File: config.mk
export PLATFORM = sky130hd
export DESIGN_NAME = pst_ram
export DESIGN_NICKNAME = d
export VERILOG_FILES = /design/src/rtl/core/pst_ram.sv
export SDC_FILE = /design/constraint.sdc
export NUM_CORES = 1
export LEC_CHECK = 0
export BUFFER_PORTS_ARGS = -buffer_cell sky130_fd_sc_hd__buf_2
export CORE_MARGIN = 5
export CORE_UTILIZATION = 39
export CTS_BUF_LIST = sky130_fd_sc_hd__clkbuf_8 sky130_fd_sc_hd__clkbuf_16
export DETAILED_ROUTE_END_ITERATION = 7
export PLACE_DENSITY = 0.69
export SYNTH_ARGS = -nofsm -noshare
export SYNTH_HDL_FRONTEND = slang
export SYNTH_SLANG_ARGS = --single-unit
File: constraint.sdc
create_clock -name i_clk -period 2.8 [get_ports i_clk]
set_input_delay 0.14 -clock i_clk [delete_from_list [all_inputs] [get_ports i_clk]]
set_output_delay 0.14 -clock i_clk [all_outputs]
set_load 0.02 [all_outputs]
File: src/rtl/core/pst_ram.sv
// ----------------------------------------------------------------------------
// pst_ram
// Generic simple dual-port RAM: one write port, one read port, registered read.
// ----------------------------------------------------------------------------
`default_nettype none

module pst_ram #(
    parameter int WIDTH = 1,
    parameter int DEPTH = 16,
    parameter int AW    = $clog2(DEPTH)
) (
    input  wire logic             i_clk,
    input  wire logic             i_we,
    input  wire logic [AW-1:0]    i_waddr,
    input  wire logic [WIDTH-1:0] i_wdata,
    input  wire logic [AW-1:0]    i_raddr,
    output logic      [WIDTH-1:0] o_rdata
);

    logic [WIDTH-1:0] r_mem [DEPTH];

    always_ff @(posedge i_clk) begin
        if (i_we) begin
            r_mem[i_waddr] <= i_wdata;
        end
        o_rdata <= r_mem[i_raddr];
    end

endmodule

`default_nettype wire

==> impl_results.md, run 1 <==
- DRC errors left: 0
- Cell Count, Final, Fillers Out: 87
- TNS Setup: 0 ps
- Main combinational cell family by area after synthesis: multiplexers
- Max-slew headroom: 85.6%
- Final Hold Viols: 0
- Leak Pwr: 0.000315 µW
- Initial antenna violation count: 0
- Tightest Pin Transition: 216 ps
- Sequential cell area fraction in the yosys report: 67.1%
- Die W: 53.7 µm
- Hold depth: 2
- Total grt overflow: 0
- Multi-input combinational cell area: 245 µm²
- Area Growth Syn to Fin: 17.6%
- Final nets: 74
- R2R Setup Slk: 1610 ps
- Die ar.: 2890 µm²
- CTS Buf Count: 3
- Final setup margin: 1610 ps
- Critical Path Source Type: flip-flop
- Cells after Synth: 47
- Cells after DPL: 83
- Final setup vio count: 0
- Hold bufs inserted after CTS: 0
- Via count: 428
- FF/Latch Area: 500 µm²
- Drt wl/cell: 12.1 µm
- Simple-gate share of the synthesized area: 14.8%
- Largest net degree at the start of global routing: 17
- Distinct cells, synth: 11
- H-tree depth: 1
- Setup slack at placement: 1530 ps
- R2R depth: 3
- CTS tree: built
- Syn_area_per_cell: 15.9 µm²
- Fin util: 49.7%
- Pwr Density: 566 nW/µm²
- Yosys reg bits: 17
- RSZ-0062 raised after global routing: no
- ANT cells: 0
- Vias in the first global route: 425
- Share of the synthesized area in the top cell type: 64.4%
- CP Capture Type: flip-flop
- Core Rows: 15
- Antenna viol nets, final: 0
- Worst EP arrival: 1330 ps
- Clk buf depth: 2
- RR Startpoint: r_mem[4]
- Drt total wl: 1.05 mm
- Compound-Gate Fraction of Synth Area: 0%
- Mux cell area share after synthesis: 18.1%
- First-pass detailed-route iteration total: 4
- Worst hold start: i_raddr[2]
- Clk_lat worst skew: 250 ps
- DPL Wire Length: 826 µm
- Crit path required time: 2940 ps
- Yosys Warn Count: 0
- Max Cap Viol: 0
- I/O pin count: 12
- XOR/XNOR Fraction of Synth Area: 0%
- Root buffer cell: clkbuf_8
- Post-Syn Nets: 58
- Worst Hold Class: primary input to flip-flop
- Min Hold Slack: 82.0 ps
- Worst Clk Skew: 2.99 ps
- First-pass GRT wire length: 1.76 mm
- RD Place Congestion: 0.786
- Synth area leader: edfxtp_1
- CORE AREA: 1760 µm²
- Main area contributors after synthesis: edfxtp_1 64%, mux4_1 14%, nor2_1 6.0%
- R2r endpoint: o_rdata
- Post-CTS sizing: 0
- FILL cells: 162
- Reg clk slew, reported paths: 60 ps
- Via density: 4.92
- Starting density of the core: 42.3%
- Max Freq: 0.842 GHz
- PortBufs: 11
- Worst VDD drop: 256 µV
- Outcome: completed
- Crit Path Max Fanout: 1
- CTS sink cnt: 17
- Number of DRC markers in iteration 0: 12
- Adder-Cell Fraction of Synth Area: 0%
- Pins Over Slew Limit: 0
- Tcrit/Tclk final: 42.4%
- Hold endpoint: o_rdata
- Gr usage total: 8.88%
- Mapped Area: 746 µm²
- DIE HEIGHT: 53.7 µm
- Layout cells sized above 1: 24.2%
- Crit Path Category: flip-flop to flip-flop
- Post-CTS Setup Inserts: 0
- Fin crit period: 1190 ps
==> worst max path at each step <==
stage | slack [ps] | startpoint | cells after the start | endpoint
detailed placement | 1530 | i_waddr[2] | 3 | r_mem[0]
floorplan | 1670 | r_mem[13] | 3 | o_rdata
CTS | 1590 | r_mem[12] | 3 | o_rdata
global route | 1530 | r_mem[4] | 3 | o_rdata
finish | 1610 | r_mem[4] | 3 | o_rdata
global placement | 1580 | i_waddr[2] | 3 | r_mem[0]
==> synth_stat cells <==
master and number:
edfxtp_1 16, or3b_2 1, nand2_1 1, nor2_1 12
nand3_1 1, nor3_1 4, nand3b_1 2, dfxtp_1 1
nand2b_1 2, mux2i_1 3, mux4_1 4
==> per-layer routing <==
layer  routed length (µm)  track usage [%]  share of wire [%]
met1                  470             10.5                 45
met2                  481             13.3                 46
met5                    0                0                  0
met4                   14             6.38                1.3
met3                   82             3.05                7.8
==> final cells by class <==
type | instances | area share, %
Multi-Input combinational cell | 30 | 28.0
Tap cell | 25 | 3.57
Clock buffer | 3 | 4.71
Clock inverter | 1 | 0.428
Sequential cell | 17 | 57.1
Timing Repair Buffer | 11 | 6.28
==> cell families (layout without fill, tap and decap cells) <==
logic type / count (synthesis) / count (layout)
AND/OR/NAND/NOR: 23 / 23
flip-flops: 17 / 17
multiplexers: 7 / 7
buffers and inverters: 0 / 15
==> through the flow <==
| stage | power [µW] | area (µm²) |
|---|---|---|
| 4_1_cts | 501 | 877 |
| 3_3_place_gp | 329 | 832 |
| 5_1_grt | 516 | 877 |
| 2_1_floorplan | 311 | 746 |
| 6_report | 496 | 877 |
| 3_5_place_dp | 330 | 832 |
==> where the power goes <==
group          internal (µW)  switching [µW]
registers                284            1.18
clock network           97.0            75.1
logic                   17.5            20.7
==> state kept, by name, indices dropped and copies added, names as in the netlist <==
signal	cells
r_mem	16
o_rdata	1
==> critical path: stages (launching register included) <==
cell and delay (ps):
edfxtp_1 370, mux4_1 490, mux2i_1 130, mux2i_1 80
==> cell usage in the layout (no fill, tap or decap), drive strengths merged <==
cell type  instances
or3b               1
nand2              1
inv                1
nor2              12
mux2i              3
dfxtp              1
edfxtp            16
nand3              1
mux4               4
nor3               4
buf               11
nand3b             2
nand2b             2
clkbuf             3
(Power assumes the default switching activity.)
==> inputs of run 2 (changes only) <==
--- a/config.mk
+++ b/config.mk
@@ -5,12 +5,13 @@
 export SDC_FILE = /design/constraint.sdc
 export NUM_CORES = 1
 export LEC_CHECK = 0
+export ABC_AREA = 1
 export BUFFER_PORTS_ARGS = -buffer_cell sky130_fd_sc_hd__buf_2
 export CORE_MARGIN = 5
 export CORE_UTILIZATION = 39
 export CTS_BUF_LIST = sky130_fd_sc_hd__clkbuf_8 sky130_fd_sc_hd__clkbuf_16
 export DETAILED_ROUTE_END_ITERATION = 7
-export PLACE_DENSITY = 0.69
+export PLACE_DENSITY = 0.68
 export SYNTH_ARGS = -nofsm -noshare
 export SYNTH_HDL_FRONTEND = slang
 export SYNTH_SLANG_ARGS = --single-unit
==> constraint.sdc (replaced) <==
create_clock -name i_clk -period 1.22 [get_ports i_clk]
set_input_delay 0.061 -clock i_clk [delete_from_list [all_inputs] [get_ports i_clk]]
set_output_delay 0.061 -clock i_clk [all_outputs]
set_load 0.02 [all_outputs]
==> run 2 against run 1 <==
  * Routed wire length rose by 32%
  * First-iteration DRC count rose by 67%
  * Global-route usage rose by 1.3 points
  * Highest routed layer unchanged
==> impl_results.md, run 2 <==
- Synth area leader: edfxtp_1 (unchanged)
- Most flop-heavy register: r_mem (unchanged)
- Mux cell area share after synthesis: 0% (was 18.1%)
- Vias in the first global route: 552 (was 425)
- Yosys reg bits: 17 (unchanged)
- XOR/XNOR Fraction of Synth Area: 0% (unchanged)
- RD Place Congestion: 0.756 (was 0.786)
- Crit path required time: 1370 ps (was 2940 ps)
- Biggest regs: r_mem (16), o_rdata (1) (unchanged)
- Max-slew headroom: 83.7% (was 85.6%)
- Adder-Cell Fraction of Synth Area: 0% (unchanged)
- Total grt overflow: 0 (unchanged)
- Met3 wire length: 94 µm (was 82 µm)
- Gr usage total: 10.2% (was 8.88%)
- CP Capture Type: flip-flop (unchanged)
- Final setup vio count: 0 (unchanged)
- Metal-1 WL: 640 µm (was 470 µm)
- Drt total wl: 1.38 mm (was 1.05 mm)
- Critical Path Source Type: flip-flop (unchanged)
- Compound-Gate Fraction of Synth Area: 0% (unchanged)
- Commonest non-fill, non-tap cells in the layout: 24 x nand2_1, 20 x inv_1, 16 x edfxtp_1 (was 16 x edfxtp_1, 12 x nor2_1, 11 x buf_2)
- DIE HEIGHT: 56.6 µm (was 53.7 µm)
- Clk_lat worst skew: 250 ps (about the same)
- Simple-gate share of the synthesized area: 29.4% (was 14.8%)
- Distinct cells, synth: 11 (unchanged)
- Top-count cell post-synth: nand2_1 (was edfxtp_1)
- Root buffer cell: clkbuf_8 (unchanged)
- Post-Syn Nets: 107 (was 58)
- Area Growth Syn to Fin: 14.5% (was 17.6%)
- Family with the most delay on the worst path: flip-flops (was multiplexers)
- Max reg flops: 16 (unchanged)
- CTS sink cnt: 17 (unchanged)
- Commonest cells in the netlist: 24 x nand2_1, 19 x inv_1, 16 x edfxtp_1 (was 16 x edfxtp_1, 12 x nor2_1, 4 x mux4_1, 4 x nor3_1, 3 x mux2i_1)
- Core Rows: 16 (was 15)
- Via density: 4.65 (was 4.92)
- First-pass detailed-route iteration total: 4 (unchanged)
- Max Cap Viol: 0 (unchanged)
- Initial antenna violation count: 0 (unchanged)
- Number of DRC markers in iteration 0: 20 (was 12)
- CP max stage cell: edfxtp_1 (was mux4_1)
- ANT cells: 0 (unchanged)
- Largest net degree at the start of global routing: 17 (unchanged)
- CORE AREA: 2020 µm² (was 1760 µm²)
- Hold bufs inserted after CTS: 0 (unchanged)
- Via count: 637 (was 428)
- Worst Hold Class: primary input to flip-flop (unchanged)
- Tcrit/Tclk final: 69.3% (was 42.4%)
- Main combinational cell family by area after synthesis: simple AND/OR/NAND/NOR gates (was multiplexers)
- CTS tree: built (unchanged)
- Bufs and invs on worst path: 1 (was 0)
- Highest Signal Layer: met4 (unchanged)
- Pins Over Slew Limit: 0 (unchanged)
- Crit Path Max Fanout: 1 (unchanged)
- Crit Path Category: flip-flop to flip-flop (unchanged)
- Reg clk slew, reported paths: 60 ps (about the same)
- PortBufs: 11 (unchanged)
- I/O pin count: 12 (unchanged)
- Die ar.: 3200 µm² (was 2890 µm²)
- TNS Setup: 0 ps (unchanged)
- Largest stage delay on the critical path: 370 ps (was 490 ps)
- Worst VDD drop: 587 µV (was 256 µV)
- RSZ-0062 raised after global routing: no (unchanged)
- Antenna viol nets, final: 0 (unchanged)
- Yosys Warn Count: 0 (unchanged)
- Post-CTS sizing: 0 (unchanged)
- DPL Wire Length: 1.08 mm (was 826 µm)
- Clk buf depth: 2 (unchanged)
- Final nets: 122 (was 74)
- Post-synth EDFFs: 16 (unchanged)
- Mapped Area: 847 µm² (was 746 µm²)
- Worst Clk Skew: 5.38 ps (was 2.99 ps)
- Commonest non-fill, non-tap cell in the layout: nand2_1 (was edfxtp_1)
- Share of the synthesized area in the top cell type: 56.7% (was 64.4%)
- Post-CTS Setup Inserts: 0 (unchanged)
- Pwr Density: 1200 nW/µm² (was 566 nW/µm²)
- Crit-path cells: inv_1 -> nand2_1 -> nand3_1 -> nand3_1 -> nand3_1 -> nand2_1 (was mux4_1 -> mux2i_1 -> mux2i_1)
- Ys async rst share: 0% (unchanged)
- H-tree depth: 1 (unchanged)
- Syn_area_per_cell: 8.82 µm² (was 15.9 µm²)
- Tightest Pin Transition: 244 ps (was 216 ps)
- Fin crit period: 846 ps (was 1190 ps)
- Drt wl/cell: 10.1 µm (was 12.1 µm)
- Sequential cell area fraction in the yosys report: 59.1% (was 67.1%)
- Die W: 56.6 µm (was 53.7 µm)
- Met2 wire len: 595 µm (was 481 µm)
- Main area contributors after synthesis: edfxtp_1 57%, nand2_1 11%, inv_1 8.4% (was edfxtp_1 64%, mux4_1 14%, nor2_1 6.0%)
- First-pass GRT wire length: 2.39 mm (was 1.76 mm)
- Critical path's most frequent cell: nand3_1 (was mux2i_1)
- Max Freq: 1.18 GHz (was 0.842 GHz)
- Outcome: completed (unchanged)
- DRC errors left: 0 (unchanged)
- Cells after Synth: 96 (was 47)
- Most used DFF post-synth: edfxtp_1 (unchanged)
- Min Hold Slack: 47.4 ps (was 82.0 ps)
- CTS Buf Count: 3 (unchanged)
- Worst EP arrival: 990 ps (was 1330 ps)
- Layout cells sized above 1: 17.3% (was 24.2%)
- Final Hold Viols: 0 (unchanged)
- FILL cells: 204 (was 162)
- Starting density of the core: 41.9% (was 42.3%)
- Leak Pwr: 0.000443 µW (was 0.000315 µW)
## run 2: power breakdown
part	leakage (µW)	internal, µW	switching (µW)
Sequential	0.000153	653	3.19
Clock	0.0000269	223	174
Combinational	0.000263	38.0	75.0
## run 2: per-stage QoR
stage	total power (µW)	cells	instance area (µm²)	setup slack, ps	utilization, %
2_1_floorplan	741	96	847	432	-
3_3_place_gp	781	133	925	270	45.7
3_5_place_dp	782	133	925	306	45.7
4_1_cts	1180	137	970	360	48.0
5_1_grt	1230	137	970	290	48.0
6_report	1170	137	970	374	48.0
## run 2: routing by layer
layer | track usage, % | vias to the layer above
li1 | - | 334
met1 | 12.0 | 278
met2 | 14.5 | 21
met3 | 3.21 | 4
met4 | 9.15 | 0
met5 | 0 | -
## run 2: cell type report
cell class / instances / area (µm²) / area share, %
clock buffer: 3 / 41.3 / 4.26
clock inverter: 1 / 3.75 / 0.387
inverter: 21 / 86.3 / 8.90
multi-input combinational: 57 / 249 / 25.7
sequential: 17 / 500 / 51.6
tap: 27 / 33.8 / 3.48
timing repair buffer: 11 / 55.1 / 5.68
## run 2: logic make-up (layout without fill, tap and decap cells)
kind of cell	count (synthesis)	count (layout)
buf+inv	22	36
flops	17	17
simple gates	57	57
## run 2: worst paths after layout
kind / startpoint / endpoint / slack (ps) / cells after the start
worst max register to register: r_mem[1] / o_rdata / 370 / 6
worst max-delay path: r_mem[1] / o_rdata / 370 / 6
worst min register to register: r_mem[12] / o_rdata / 670 / 6
worst min-delay path: i_raddr[3] / o_rdata / 50 / 3
## run 2: worst reg2reg max path, cell delays in order, from the launching register on
cell and delay [ps]:
edfxtp_1 370, inv_1 60, nand2_1 40, nand3_1 80, nand3_1 80, nand3_1 70, nand2_1 50
